### src/rkd_pkg.sv
`default_nettype none

package rkd_pkg;

    // Working width of the modulus, the totient and both exponents.
    localparam int MOD_WIDTH   = 32;
    localparam int PRIME_WIDTH = 16;
    localparam int BLOCK_WIDTH = 16;
    localparam int APB_DW      = 32;
    localparam int APB_AW      = 3;
    localparam int CNT_W       = $clog2(MOD_WIDTH);

    // Public exponent search: odd candidates from E_FIRST up to E_LAST.
    localparam int E_FIRST    = 3;
    localparam int E_STEP     = 2;
    localparam int E_LAST     = 255;
    localparam int BYTE_LIMIT = 256;

    // Register index, taken from paddr[2].
    localparam logic REG_PRIME_P = 1'b0;
    localparam logic REG_PRIME_Q = 1'b1;

    typedef logic [MOD_WIDTH-1:0] word_t;

    typedef struct packed {
        logic  start;
        word_t dividend;
        word_t divisor;
    } div_req_t;

    typedef struct packed {
        logic  done;
        word_t quotient;
        word_t remainder;
    } div_rsp_t;

    typedef struct packed {
        logic  start;
        word_t a;
        word_t b;
        word_t m;
    } mul_req_t;

    typedef struct packed {
        logic  done;
        word_t product;
    } mul_rsp_t;

endpackage

`default_nettype wire

### src/rsa_key_derive_and_modexp_unit.sv
`default_nettype none

// Textbook RSA unit. Two 16-bit primes p and q are written over the APB port
// (p at address 0, q at address 4; reset values 251 and 257). On the first
// transaction after reset or after any register write the unit derives the
// modulus n = p*q, the totient (p-1)(q-1), the smallest odd public exponent
// e from 3 to 255 coprime to the totient (1 if there is none) and the private
// exponent d as the inverse of e modulo the totient. Every input transaction
// carries a command in tuser (0 encrypt with e, 1 decrypt with d) and a 16-bit
// block in tdata; the unit returns block^exponent mod n in tdata and, in tuser,
// a flag set when that result is below 256. One item is worked on at a time.
// All arithmetic runs on a shared bit-serial restoring divider and a bit-serial
// modular multiplier. An item with a derived key takes one base reduction and
// one modular product per exponent bit plus one per set bit; key derivation
// adds a Euclid run for every exponent candidate tried and an extended Euclid.
// A finished result is held in the output register until it is taken.
module rsa_key_derive_and_modexp_unit
    import rkd_pkg::*;
(
    input  wire logic              clk,
    input  wire logic              rst_n,
    // Input stream. tdata: block_value[15:0]. tuser: cmd[0].
    input  wire logic              s_tvalid,
    output logic                   s_tready,
    input  wire logic [15:0]       s_tdata,
    input  wire logic              s_tuser,
    // Output stream. tdata: result_value[31:0]. tuser: fits_one_byte[0].
    output logic                   m_tvalid,
    input  wire logic              m_tready,
    output logic [31:0]            m_tdata,
    output logic                   m_tuser,
    // Configuration port.
    input  wire logic              psel,
    input  wire logic              penable,
    input  wire logic              pwrite,
    input  wire logic [APB_AW-1:0] paddr,
    input  wire logic [APB_DW-1:0] pwdata,
    output logic [APB_DW-1:0]      prdata,
    output logic                   pready
);

    localparam logic [4:0] S_IDLE     = 5'd0;
    localparam logic [4:0] S_KEY_MUL  = 5'd1;
    localparam logic [4:0] S_KEY_CHK  = 5'd2;
    localparam logic [4:0] S_GCD_LOAD = 5'd3;
    localparam logic [4:0] S_GCD_TEST = 5'd4;
    localparam logic [4:0] S_GCD_WT   = 5'd5;
    localparam logic [4:0] S_INV_DIV  = 5'd6;
    localparam logic [4:0] S_INV_TEST = 5'd7;
    localparam logic [4:0] S_INV_QM   = 5'd8;
    localparam logic [4:0] S_INV_MUL  = 5'd9;
    localparam logic [4:0] S_INV_C0   = 5'd10;
    localparam logic [4:0] S_EXP_INIT = 5'd11;
    localparam logic [4:0] S_EXP_BASE = 5'd12;
    localparam logic [4:0] S_EXP_STEP = 5'd13;
    localparam logic [4:0] S_EXP_MA   = 5'd14;
    localparam logic [4:0] S_EXP_MS   = 5'd15;
    localparam logic [4:0] S_OUT      = 5'd16;

    logic [4:0]             state_reg, state_next;
    logic [PRIME_WIDTH-1:0] p_reg, p_next;
    logic [PRIME_WIDTH-1:0] q_reg, q_next;
    logic                   key_ready_reg, key_ready_next;
    logic                   out_valid_reg, out_valid_next;
    logic [8:0]             cand_reg, cand_next;
    word_t mod_reg, mod_next;
    word_t tot_reg, tot_next;
    word_t e_reg, e_next;
    word_t d_reg, d_next;
    logic  cmd_reg, cmd_next;
    logic [BLOCK_WIDTH-1:0] blk_reg, blk_next;
    word_t ga_reg, ga_next;
    word_t gb_reg, gb_next;
    word_t c0_reg, c0_next;
    word_t c1_reg, c1_next;
    word_t x_reg, x_next;
    word_t quo_reg, quo_next;
    word_t rem_reg, rem_next;
    word_t sub_reg, sub_next;
    word_t acc_reg, acc_next;
    word_t sq_reg, sq_next;
    word_t ex_reg, ex_next;
    word_t res_reg, res_next;
    logic  fit_reg, fit_next;

    logic [2*PRIME_WIDTH-1:0] prod_pq;
    logic [2*PRIME_WIDTH-1:0] prod_tot;
    logic [PRIME_WIDTH-1:0]   pm1;
    logic [PRIME_WIDTH-1:0]   qm1;
    logic [MOD_WIDTH:0]       t_sum;
    word_t                    t_val;
    logic                     cfg_wr;

    div_req_t div_req;
    div_rsp_t div_rsp;
    mul_req_t mul_req;
    mul_rsp_t mul_rsp;

    rkd_divider u_div
    (
        .clk   (clk),
        .rst_n (rst_n),
        .req   (div_req),
        .rsp   (div_rsp)
    );

    rkd_modmul u_mul
    (
        .clk   (clk),
        .rst_n (rst_n),
        .req   (mul_req),
        .rsp   (mul_rsp)
    );

    assign cfg_wr   = psel && penable && pwrite;
    assign pready   = 1'b1;
    assign prdata   = (paddr[2] == REG_PRIME_Q) ? {{(APB_DW-PRIME_WIDTH){1'b0}}, q_reg}
                                                : {{(APB_DW-PRIME_WIDTH){1'b0}}, p_reg};
    assign s_tready = (state_reg == S_IDLE);
    assign m_tvalid = out_valid_reg;
    assign m_tdata  = 32'(res_reg);
    assign m_tuser  = fit_reg;

    // Factors below one saturate at zero.
    assign pm1      = (p_reg == '0) ? '0 : p_reg - 1'b1;
    assign qm1      = (q_reg == '0) ? '0 : q_reg - 1'b1;
    assign prod_pq  = p_reg * q_reg;
    assign prod_tot = pm1 * qm1;

    // New coefficient of the inverse: (c0 mod phi + phi - sub) mod phi, where
    // both terms are already below phi, so a single subtraction suffices.
    always_comb
    begin
        t_sum = {1'b0, div_rsp.remainder} + {1'b0, tot_reg} - {1'b0, sub_reg};
        if (t_sum >= {1'b0, tot_reg})
            t_val = MOD_WIDTH'(t_sum - {1'b0, tot_reg});
        else
            t_val = t_sum[MOD_WIDTH-1:0];
    end

    always_comb
    begin
        state_next     = state_reg;
        p_next         = p_reg;
        q_next         = q_reg;
        key_ready_next = key_ready_reg;
        out_valid_next = out_valid_reg;
        cand_next      = cand_reg;
        mod_next       = mod_reg;
        tot_next       = tot_reg;
        e_next         = e_reg;
        d_next         = d_reg;
        cmd_next       = cmd_reg;
        blk_next       = blk_reg;
        ga_next        = ga_reg;
        gb_next        = gb_reg;
        c0_next        = c0_reg;
        c1_next        = c1_reg;
        x_next         = x_reg;
        quo_next       = quo_reg;
        rem_next       = rem_reg;
        sub_next       = sub_reg;
        acc_next       = acc_reg;
        sq_next        = sq_reg;
        ex_next        = ex_reg;
        res_next       = res_reg;
        fit_next       = fit_reg;
        div_req        = '0;
        mul_req        = '0;

        if (out_valid_reg && m_tready)
            out_valid_next = 1'b0;

        unique case (state_reg)
            S_IDLE:
            begin
                if (s_tvalid)
                begin
                    cmd_next   = s_tuser;
                    blk_next   = s_tdata;
                    state_next = key_ready_reg ? S_EXP_INIT : S_KEY_MUL;
                end
            end
            S_KEY_MUL:
            begin
                mod_next   = prod_pq[MOD_WIDTH-1:0];
                tot_next   = prod_tot[MOD_WIDTH-1:0];
                state_next = S_KEY_CHK;
            end
            S_KEY_CHK:
            begin
                e_next = MOD_WIDTH'(1);
                d_next = MOD_WIDTH'(1);
                if (tot_reg == '0)
                begin
                    key_ready_next = 1'b1;
                    state_next     = S_EXP_INIT;
                end
                else
                begin
                    cand_next  = 9'(E_FIRST);
                    state_next = S_GCD_LOAD;
                end
            end
            S_GCD_LOAD:
            begin
                ga_next    = MOD_WIDTH'(cand_reg);
                gb_next    = tot_reg;
                state_next = S_GCD_TEST;
            end
            S_GCD_TEST:
            begin
                if (gb_reg != '0)
                begin
                    div_req.start    = 1'b1;
                    div_req.dividend = ga_reg;
                    div_req.divisor  = gb_reg;
                    state_next       = S_GCD_WT;
                end
                else if (ga_reg == MOD_WIDTH'(1))
                begin
                    // Coprime candidate found: start the extended Euclid.
                    e_next           = MOD_WIDTH'(cand_reg);
                    c0_next          = '0;
                    c1_next          = MOD_WIDTH'(1);
                    x_next           = MOD_WIDTH'(cand_reg);
                    div_req.start    = 1'b1;
                    div_req.dividend = tot_reg;
                    div_req.divisor  = MOD_WIDTH'(cand_reg);
                    state_next       = S_INV_DIV;
                end
                else if (cand_reg == 9'(E_LAST))
                begin
                    key_ready_next = 1'b1;
                    state_next     = S_EXP_INIT;
                end
                else
                begin
                    cand_next  = cand_reg + 9'(E_STEP);
                    state_next = S_GCD_LOAD;
                end
            end
            S_GCD_WT:
            begin
                if (div_rsp.done)
                begin
                    ga_next    = gb_reg;
                    gb_next    = div_rsp.remainder;
                    state_next = S_GCD_TEST;
                end
            end
            S_INV_DIV:
            begin
                if (div_rsp.done)
                begin
                    quo_next   = div_rsp.quotient;
                    rem_next   = div_rsp.remainder;
                    state_next = S_INV_TEST;
                end
            end
            S_INV_TEST:
            begin
                if (rem_reg == '0)
                begin
                    d_next         = c1_reg;
                    key_ready_next = 1'b1;
                    state_next     = S_EXP_INIT;
                end
                else
                begin
                    div_req.start    = 1'b1;
                    div_req.dividend = quo_reg;
                    div_req.divisor  = tot_reg;
                    state_next       = S_INV_QM;
                end
            end
            S_INV_QM:
            begin
                if (div_rsp.done)
                begin
                    mul_req.start = 1'b1;
                    mul_req.a     = div_rsp.remainder;
                    mul_req.b     = c1_reg;
                    mul_req.m     = tot_reg;
                    state_next    = S_INV_MUL;
                end
            end
            S_INV_MUL:
            begin
                if (mul_rsp.done)
                begin
                    sub_next         = mul_rsp.product;
                    div_req.start    = 1'b1;
                    div_req.dividend = c0_reg;
                    div_req.divisor  = tot_reg;
                    state_next       = S_INV_C0;
                end
            end
            S_INV_C0:
            begin
                if (div_rsp.done)
                begin
                    c0_next          = c1_reg;
                    c1_next          = t_val;
                    x_next           = rem_reg;
                    div_req.start    = 1'b1;
                    div_req.dividend = x_reg;
                    div_req.divisor  = rem_reg;
                    state_next       = S_INV_DIV;
                end
            end
            S_EXP_INIT:
            begin
                if (mod_reg == '0)
                begin
                    acc_next   = '0;
                    state_next = S_OUT;
                end
                else
                begin
                    ex_next          = cmd_reg ? d_reg : e_reg;
                    acc_next         = (mod_reg == MOD_WIDTH'(1)) ? '0 : MOD_WIDTH'(1);
                    div_req.start    = 1'b1;
                    div_req.dividend = MOD_WIDTH'(blk_reg);
                    div_req.divisor  = mod_reg;
                    state_next       = S_EXP_BASE;
                end
            end
            S_EXP_BASE:
            begin
                if (div_rsp.done)
                begin
                    sq_next    = div_rsp.remainder;
                    state_next = S_EXP_STEP;
                end
            end
            S_EXP_STEP:
            begin
                if (ex_reg == '0)
                    state_next = S_OUT;
                else
                begin
                    mul_req.start = 1'b1;
                    mul_req.a     = sq_reg;
                    mul_req.b     = ex_reg[0] ? acc_reg : sq_reg;
                    mul_req.m     = mod_reg;
                    state_next    = ex_reg[0] ? S_EXP_MA : S_EXP_MS;
                end
            end
            S_EXP_MA:
            begin
                if (mul_rsp.done)
                begin
                    acc_next      = mul_rsp.product;
                    mul_req.start = 1'b1;
                    mul_req.a     = sq_reg;
                    mul_req.b     = sq_reg;
                    mul_req.m     = mod_reg;
                    state_next    = S_EXP_MS;
                end
            end
            S_EXP_MS:
            begin
                if (mul_rsp.done)
                begin
                    sq_next    = mul_rsp.product;
                    ex_next    = {1'b0, ex_reg[MOD_WIDTH-1:1]};
                    state_next = S_EXP_STEP;
                end
            end
            S_OUT:
            begin
                if (!out_valid_reg || m_tready)
                begin
                    out_valid_next = 1'b1;
                    res_next       = acc_reg;
                    fit_next       = acc_reg < MOD_WIDTH'(BYTE_LIMIT);
                    state_next     = S_IDLE;
                end
            end
            default:
            begin
                state_next = S_IDLE;
            end
        endcase

        // A register write always invalidates the derived key.
        if (cfg_wr)
        begin
            key_ready_next = 1'b0;
            unique case (paddr[2])
                REG_PRIME_P: p_next = pwdata[PRIME_WIDTH-1:0];
                REG_PRIME_Q: q_next = pwdata[PRIME_WIDTH-1:0];
                default:     p_next = p_reg;
            endcase
        end
    end

    always_ff @(posedge clk or negedge rst_n)
    begin
        if (!rst_n)
        begin
            state_reg     <= S_IDLE;
            p_reg         <= PRIME_WIDTH'(251);
            q_reg         <= PRIME_WIDTH'(257);
            key_ready_reg <= 1'b0;
            out_valid_reg <= 1'b0;
            mod_reg       <= '0;
            tot_reg       <= '0;
            e_reg         <= '0;
            d_reg         <= '0;
        end
        else
        begin
            state_reg     <= state_next;
            p_reg         <= p_next;
            q_reg         <= q_next;
            key_ready_reg <= key_ready_next;
            out_valid_reg <= out_valid_next;
            mod_reg       <= mod_next;
            tot_reg       <= tot_next;
            e_reg         <= e_next;
            d_reg         <= d_next;
        end
    end

    always_ff @(posedge clk)
    begin
        cand_reg <= cand_next;
        cmd_reg  <= cmd_next;
        blk_reg  <= blk_next;
        ga_reg   <= ga_next;
        gb_reg   <= gb_next;
        c0_reg   <= c0_next;
        c1_reg   <= c1_next;
        x_reg    <= x_next;
        quo_reg  <= quo_next;
        rem_reg  <= rem_next;
        sub_reg  <= sub_next;
        acc_reg  <= acc_next;
        sq_reg   <= sq_next;
        ex_reg   <= ex_next;
        res_reg  <= res_next;
        fit_reg  <= fit_next;
    end

`ifndef SYNTHESIS
    // A derived public exponent is always odd (1 when no candidate was coprime).
    assert property (@(posedge clk) disable iff (!rst_n)
        $rose(key_ready_reg) |-> e_reg[0])
        else $error("public exponent derived even");

    // The exponentiation operands stay reduced below the modulus.
    assert property (@(posedge clk) disable iff (!rst_n)
        (state_reg == S_EXP_STEP) |-> (acc_reg < mod_reg) && (sq_reg < mod_reg))
        else $error("exponentiation operand not reduced");

    // Any register write leaves the key to be derived again.
    assert property (@(posedge clk) disable iff (!rst_n)
        (psel && penable && pwrite) |=> !key_ready_reg)
        else $error("key still marked ready after register write");

    // The result register is only loaded when the output side can take it.
    assert property (@(posedge clk) disable iff (!rst_n)
        (state_reg == S_OUT && out_valid_reg && !m_tready) |=> $stable(res_reg))
        else $error("pending result overwritten");
`endif

endmodule

`default_nettype wire

### src/rkd_divider.sv
`default_nettype none

// Restoring divider, one quotient bit per cycle.
module rkd_divider
    import rkd_pkg::*;
(
    input  wire logic     clk,
    input  wire logic     rst_n,
    input  wire div_req_t req,
    output div_rsp_t      rsp
);

    logic             busy_reg, busy_next;
    logic             done_reg, done_next;
    logic [CNT_W-1:0] cnt_reg, cnt_next;
    word_t            quo_reg, quo_next;
    word_t            rem_reg, rem_next;
    word_t            dvs_reg, dvs_next;
    logic [MOD_WIDTH:0] trial;
    logic [MOD_WIDTH:0] diff;
    logic             ge;

    always_comb
    begin
        trial     = {rem_reg, quo_reg[MOD_WIDTH-1]};
        ge        = trial >= {1'b0, dvs_reg};
        diff      = trial - {1'b0, dvs_reg};
        busy_next = busy_reg;
        done_next = 1'b0;
        cnt_next  = cnt_reg;
        quo_next  = quo_reg;
        rem_next  = rem_reg;
        dvs_next  = dvs_reg;
        if (req.start)
        begin
            busy_next = 1'b1;
            cnt_next  = '0;
            quo_next  = req.dividend;
            rem_next  = '0;
            dvs_next  = req.divisor;
        end
        else if (busy_reg)
        begin
            rem_next = ge ? diff[MOD_WIDTH-1:0] : trial[MOD_WIDTH-1:0];
            quo_next = {quo_reg[MOD_WIDTH-2:0], ge};
            cnt_next = cnt_reg + 1'b1;
            if (cnt_reg == CNT_W'(MOD_WIDTH - 1))
            begin
                busy_next = 1'b0;
                done_next = 1'b1;
            end
        end
    end

    always_ff @(posedge clk or negedge rst_n)
    begin
        if (!rst_n)
        begin
            busy_reg <= 1'b0;
            done_reg <= 1'b0;
            cnt_reg  <= '0;
        end
        else
        begin
            busy_reg <= busy_next;
            done_reg <= done_next;
            cnt_reg  <= cnt_next;
        end
    end

    always_ff @(posedge clk)
    begin
        quo_reg <= quo_next;
        rem_reg <= rem_next;
        dvs_reg <= dvs_next;
    end

    assign rsp.done      = done_reg;
    assign rsp.quotient  = quo_reg;
    assign rsp.remainder = rem_reg;

endmodule

`default_nettype wire

### src/rkd_modmul.sv
`default_nettype none

// Interleaved modular multiplier: a*b mod m with a below m, b taken MSB first.
// Each bit takes a doubling step and then an add step, each followed by one
// conditional subtraction of m.
module rkd_modmul
    import rkd_pkg::*;
(
    input  wire logic     clk,
    input  wire logic     rst_n,
    input  wire mul_req_t req,
    output mul_rsp_t      rsp
);

    logic             busy_reg, busy_next;
    logic             done_reg, done_next;
    logic             phase_reg, phase_next;
    logic [CNT_W-1:0] cnt_reg, cnt_next;
    word_t            acc_reg, acc_next;
    word_t            a_reg, a_next;
    word_t            b_reg, b_next;
    word_t            m_reg, m_next;
    logic [MOD_WIDTH:0] x;
    logic [MOD_WIDTH:0] red;

    always_comb
    begin
        if (!phase_reg)
            x = {acc_reg, 1'b0};
        else
            x = {1'b0, acc_reg} + (b_reg[MOD_WIDTH-1] ? {1'b0, a_reg} : '0);
        red        = x - {1'b0, m_reg};
        busy_next  = busy_reg;
        done_next  = 1'b0;
        phase_next = phase_reg;
        cnt_next   = cnt_reg;
        acc_next   = acc_reg;
        a_next     = a_reg;
        b_next     = b_reg;
        m_next     = m_reg;
        if (req.start)
        begin
            busy_next  = 1'b1;
            phase_next = 1'b0;
            cnt_next   = '0;
            acc_next   = '0;
            a_next     = req.a;
            b_next     = req.b;
            m_next     = req.m;
        end
        else if (busy_reg)
        begin
            acc_next   = (x >= {1'b0, m_reg}) ? red[MOD_WIDTH-1:0] : x[MOD_WIDTH-1:0];
            phase_next = !phase_reg;
            if (phase_reg)
            begin
                b_next   = {b_reg[MOD_WIDTH-2:0], 1'b0};
                cnt_next = cnt_reg + 1'b1;
                if (cnt_reg == CNT_W'(MOD_WIDTH - 1))
                begin
                    busy_next = 1'b0;
                    done_next = 1'b1;
                end
            end
        end
    end

    always_ff @(posedge clk or negedge rst_n)
    begin
        if (!rst_n)
        begin
            busy_reg  <= 1'b0;
            done_reg  <= 1'b0;
            phase_reg <= 1'b0;
            cnt_reg   <= '0;
        end
        else
        begin
            busy_reg  <= busy_next;
            done_reg  <= done_next;
            phase_reg <= phase_next;
            cnt_reg   <= cnt_next;
        end
    end

    always_ff @(posedge clk)
    begin
        acc_reg <= acc_next;
        a_reg   <= a_next;
        b_reg   <= b_next;
        m_reg   <= m_next;
    end

    assign rsp.done    = done_reg;
    assign rsp.product = acc_reg;

endmodule

`default_nettype wire

### config.mk
export PLATFORM = sky130hd
export DESIGN_NAME = rsa_key_derive_and_modexp_unit
export DESIGN_NICKNAME = d
export VERILOG_FILES = /design/src/rkd_pkg.sv /design/src/rsa_key_derive_and_modexp_unit.sv /design/src/rkd_divider.sv /design/src/rkd_modmul.sv
export SDC_FILE = /design/constraint.sdc
export NUM_CORES = 2
export LEC_CHECK = 0
export ABC_AREA = 0
export BUFFER_PORTS_ARGS = -buffer_cell sky130_fd_sc_hd__buf_4
export CORE_UTILIZATION = 31
export DETAILED_ROUTE_END_ITERATION = 12
export GPL_TIMING_DRIVEN = 0
export PLACE_DENSITY_LB_ADDON = 0.12
export SLEW_MARGIN = 20
export SYNTH_ARGS = -nofsm -noshare
export SYNTH_HDL_FRONTEND = slang
export SYNTH_HIERARCHICAL = 1
export SYNTH_SLANG_ARGS = --single-unit
export TNS_END_PERCENT = 1
### constraint.sdc
create_clock -name clk -period 8.68 [get_ports clk]
set_input_delay 0.434 -clock clk [delete_from_list [all_inputs] [get_ports clk]]
set_output_delay 0.434 -clock clk [all_outputs]
set_load 0.02 [all_outputs]
; Yosys cells after proc, flatten, opt, wreduce, memory -nomap -nowiden
; Cells that the tools add are included.
; Widths: inputs -> output; s select.
[word_totals]
register_bits = 817
in_bits = 59
output_inout_bits = 68
elab_cells = 251
[op_classes]
add_sub_neg = 11
n_mul = 2
magnitude_cmp = 4
eq_ne = 43
n_mux = 109
bitwise_logic = 1
n_reduce_logical = 42
[ops]
columns = op, count
row1 = $mux 32, 26
row2 = $pmux 32 s2, 10
row3 = $mux 65, 6
row4 = $pmux 65 s5, 1
row5 = $mux 97, 3
row6 = $pmux 97 s3, 1
row7 = $logic_not 32->1, 4
row8 = $ge 33x32->1, 3
row9 = $sub 32x32->32, 3
row10 = $mux 5, 17
row11 = $pmux 5 s17, 1
row12 = $eq 32x1->1 const B, 2
row13 = $mul 16x16->32, 2
row14 = $mux 16, 3
row15 = $eq 5x4->1 const B, 8
row16 = $mux 9, 4
row17 = $add 32x32->33, 1
row18 = $add 32x33->33, 1
row19 = $mux 33, 1
row20 = $sub 33x32->33, 1
row21 = $logic_not 16->1, 2
row22 = $lt 32x9->1 const B, 1
row23 = $reduce_bool 32->1, 1
row24 = $sub 16x1->16 const B, 2
row25 = other kinds (28), 108

; Longest topological paths before layout
[logic_depth]
word_depth = 6
ltp_mapped = 34
mapped_depth_nobuf = 30

; Cells and area by module
; Netlist, hierarchy kept.
[by_module_without_submodules]
columns = module, n_inst, cells_per_inst, area_each_um2, seq_area_each_um2
row1 = rsa_key_derive_and_modexp_unit, 1, 4764, 46129.2, 15926.5
row2 = rkd_modmul, 1, 937, 9253.9, 3723.6
row3 = rkd_divider, 1, 580, 5957.0, 2737.6

; Worst setup path before layout
; OpenSTA, ideal clock, no wires.
[synth_timing]
kind = reg-to-reg
startpoint = register p_reg[7]
endpoint = register tot_reg[28]
setup_time_ps = 125
arrival_ps = 7575
t_required_ps = 8555
slack_ps = 980
stages_incl_launch_ff = 31
path_buffers = 3
synth_period_minus_slack_ps = 7700
cell_sequence = dfstp_2 -> or3_4 -> or4_4 -> or3_1 -> or2_4 -> nor4_4 -> buf_6 -> buf_6 -> nor2_2 -> nand2_1 -> fa_1 -> inv_1 -> fa_1 -> inv_1 -> fa_1 -> fa_1 -> fa_1 -> fa_1 -> inv_1 -> ha_1 -> clkbuf_1 -> a21o_1 -> a21o_1 -> a21oi_1 -> o211ai_1 -> and2_1 -> a31o_2 -> o211a_1 -> nor3_1 -> xnor2_1 -> mux2_2
[synth_via]
elab_chain_len = 3
elab_cells_between_ends = 4
classes_between = add/sub (1) / mul (1) / mux (1) / reduce/logical (1)
[synth_lines]
columns = item, line_no
row1 = start: declaration, rsa_key_derive_and_modexp_unit.sv:61  ; logic [PRIME_WIDTH-1:0] p_reg, p_next;
row2 = start signal: assignment, rsa_key_derive_and_modexp_unit.sv:416  ; p_reg <= p_next;
row3 = $sub 16x1->16 or $logic_not 16->1 (tied branches), rsa_key_derive_and_modexp_unit.sv:125  ; assign pm1 = (p_reg == '0) ? '0 : p_reg - 1'b1;
row4 = $mux 16 *, rsa_key_derive_and_modexp_unit.sv:125
row5 = $mul 16x16->32 *, rsa_key_derive_and_modexp_unit.sv:128  ; assign prod_tot = pm1 * qm1;
row6 = end signal: assignment, rsa_key_derive_and_modexp_unit.sv:421  ; tot_reg <= tot_next;
row7 = end: declaration, rsa_key_derive_and_modexp_unit.sv:67  ; word_t tot_reg, tot_next;
; Mark *: on every way between the ends. The rest lies on a longest branch, timed or not.
; A chain may end at the register's enable or synchronous reset.

; Worst setup path in the final report
; Ends and elaborated chain as after synthesis.

==> run_results.csv <==
group,metric,value,unit
clock_tree,htree_levels,3,
flow_run,cap_violations,0,
global_routing,grt_pass1_vias,47995,
floorplanning,core-area,0.196,mm²
floorplanning,ios,127,
clock_tree,numCtsBuffers,97,
worst_setup_path,crit_slowest_cell,"fa_1",
detailed_routing,first_pass_iters,9,
worst_setup_path,cpMostUsedCell,"fa_1",
global_routing,grt_usage,23.6,%
timing,finalHoldViolCount,0,
floorplanning,rows,162,
detailed_routing,vias,48430,
clock_tree,clock_latency,0.75,ns
cells_and_area,fin_nets,7411,
worst_setup_path,crit_path_start,"p_reg[7]",
worst_hold_path,hold_path.class,"primary input to async pin",
logic_synthesis,synth_edf_count,570,
clock_tree,cts_buffer_depth,3,
logic_synthesis,ys_ff_latch,793,
logic_synthesis,avgSynthCellArea,9.77,µm²
detailed_routing,drc,0,
global_routing,grt-ovfl-total,0,
worst_setup_path,endpoint_kind,"register",
floorplanning,start_util,31.3,%
timing,fin_crit,8.38,ns
worst_setup_path,path_class,"register to register",
floorplanning,die_h,447,µm
cells_and_area,mostFrequentLayoutCells,"nand2_1 (932), inv_1 (735), edfxtp_1 (570), fa_1 (423), ha_1 (373)",
placement,place_hpwl,191000,µm
placement,place_area,0.0659,mm²
worst_setup_path,reg2regPathDepth,31,
worst_setup_path,startpoint_type,"register",
placement,io_buffers,91,
cells_and_area,drive_gt1_share,9.09,%
global_routing,grt_max_degree,81,
worst_setup_path,crit_required,9.28,ns
timing,relSlewSlack,21.5,%
global_routing,antenna_found_initial,11,
worst_setup_path,cp.arrival,8.98,ns
logic_synthesis,synth-main-ff-cell,"edfxtp_1",
cells_and_area,stdcell_area,0.0698,mm²
worst_setup_path,r2r_start,"p_reg[7]",
clock_tree,cts.sinks,793,
detailed_routing,drtIter0Drc,4821,
detailed_routing,antenna_left,0,
clock_tree,cts_tree,"yes",
logic_synthesis,synthArstFlopShare,20.1,%
timing,timing.fmax,119,MHz
logic_synthesis,yosysWarnings,6,
cells_and_area,syn_to_final_growth,13.8,%
worst_setup_path,max_stage_delay,0.56,ns
timing,fin_skew,0.0550,ns
timing,fin_crit_sh,96.5,%
logic_synthesis,synth_area,0.0613,mm²
timing,setup_viol,0,
cells_and_area,final_common_cell,"nand2_1",
floorplanning,die_area,0.200,mm²
logic_synthesis,synth.distinct_cells,106,
detailed_routing,wire_per_inst,25.7,µm
global_routing,grt_pass1_wl,341000,µm
logic_synthesis,ys_seq_area_share,36.5,%
run_status,status,"completed",
detailed_routing,via_per_inst,5.23,
cells_and_area,fill_cells,20168,
worst_setup_path,worstPathMaxFanout,10,
clock_tree,clockRootBuffer,"clkbuf_16",
timing,finalMaxSlewViolations,0,
logic_synthesis,synthCells,6281,
detailed_routing,routed_wl,238000,µm
floorplanning,die_x,447,µm
timing,tightest_slew,1.18,ns
clock_tree,clkSlewWorstSetupHoldPaths,0.06,ns
placement,place_congestion,0.940,
[cell usage after synthesis (all sizes together) (9+ instances only)]
library cell	count	share of area, %
a2111oi	11	0.22
a211oi	48	0.64
a21o	109	1.3
a21oi	224	1.9
a222oi	95	1.6
a22o	74	1.1
a22oi	29	0.38
a311oi	25	0.38
a31oi	20	0.24
and2	250	2.5
and3	34	0.35
buf	75	0.79
clkbuf	268	1.6
dfrtp	150	6.1
dfstp	9	0.39
dfxtp	64	2.1
edfxtp	570	28
fa	424	14
ha	377	7.7
inv	736	4.5
mux2	131	2.4
mux2i	75	1.2
nand2	934	5.7
nand2b	31	0.32
nand3	90	0.73
nand4	52	0.53
nor2	367	2.3
nor2b	30	0.31
nor3	65	0.55
nor4	67	0.71
o211ai	16	0.22
o21a	29	0.35
o21ai	323	2.7
o21bai	41	0.50
o22ai	17	0.17
o31ai	24	0.32
or2	34	0.35
or3	20	0.21
or4	12	0.15
xnor2	141	2.0
xor2	73	1.0
[final cells by class]
type | instances | area, µm² | share of cell area, %
Timing Repair Buffer | 169 | 1570 | 2.25
Antenna cell | 2 | 5.00 | 0.00717
Multi-Input combinational cell | 4423 | 35000 | 50.1
Clock inverter | 47 | 657 | 0.941
Buffer | 330 | 1460 | 2.09
Tap cell | 2624 | 3280 | 4.70
Inverter | 737 | 2770 | 3.96
Clock buffer | 135 | 2690 | 3.86
Sequential cell | 793 | 22400 | 32.1
[critical path, delay by kind of cell (launching register included)]
kind / cells / cell delay [ns]
adder cells (fa/ha/maj): 7 / 3.07
AND/OR/NAND/NOR: 9 / 2.25
AO/OA/AOI/OAI: 6 / 1.23
buffers and inverters: 7 / 0.87
flip-flops: 1 / 0.37
multiplexers: 1 / 0.29
XOR/XNOR: 1 / 0.18
[metal layers]
layer | GRT usage [%] | vias to the layer above | part of all wire [%]
met2 | 37.6 | 1733 | 45
met3 | 2.81 | 315 | 6.2
met5 | 0 | - | 0.0050
met1 | 32.5 | 24248 | 44
li1 | - | 22132 | -
met4 | 9.45 | 2 | 4.3
[path summary, 6_finish.rpt]
path                                          to  slack, ns
worst max-delay path                 tot_reg[28]       0.30
worst min-delay path            u_mul/cnt_reg[1]       0.12
worst max register to register       tot_reg[28]       0.30
min in group clk                        m_tvalid       0.14
worst min register to register       quo_reg[21]       0.44
max in group asynchronous              d_reg[27]       7.33
[what timing repair did]
action | CTS | global route
setup buffers | 3 | 12
resized for setup | 22 | 26
setup endpoints to repair | 15 | 9
pin swaps | 2 | 9
endpoints found under the hold margin | 120 | 0
hold buffers | 36 | 0
[per-stage QoR]
stage	util, %	hold slack [ns]	std cells	setup slack (ns)	setup TNS, ns
6_report	35.6	0.117	9260	0.300	0
5_1_grt	35.6	0.103	9258	-0.0199	-0.0199
4_1_cts	35.6	0.0650	9254	-0.0113	-0.0113
3_5_place_dp	33.6	0.281	9038	-0.858	-4.65
3_3_place_gp	33.4	0.428	9011	-1.67	-226.30
2_1_floorplan	-	0.138	6296	0.980	0
[logic make-up after synthesis]
family	synth area share, %
compound gates	13.3
fa+ha+maj	21.5
buf+inv	6.94
other cells	0.0122
mux	3.63
simple gates	15.1
flops	36.5
xor+xnor	3.06
Power is left out: the tool's default activity adds up to more than one toggle a clock period on the data nets, which glitch-free logic cannot reach.
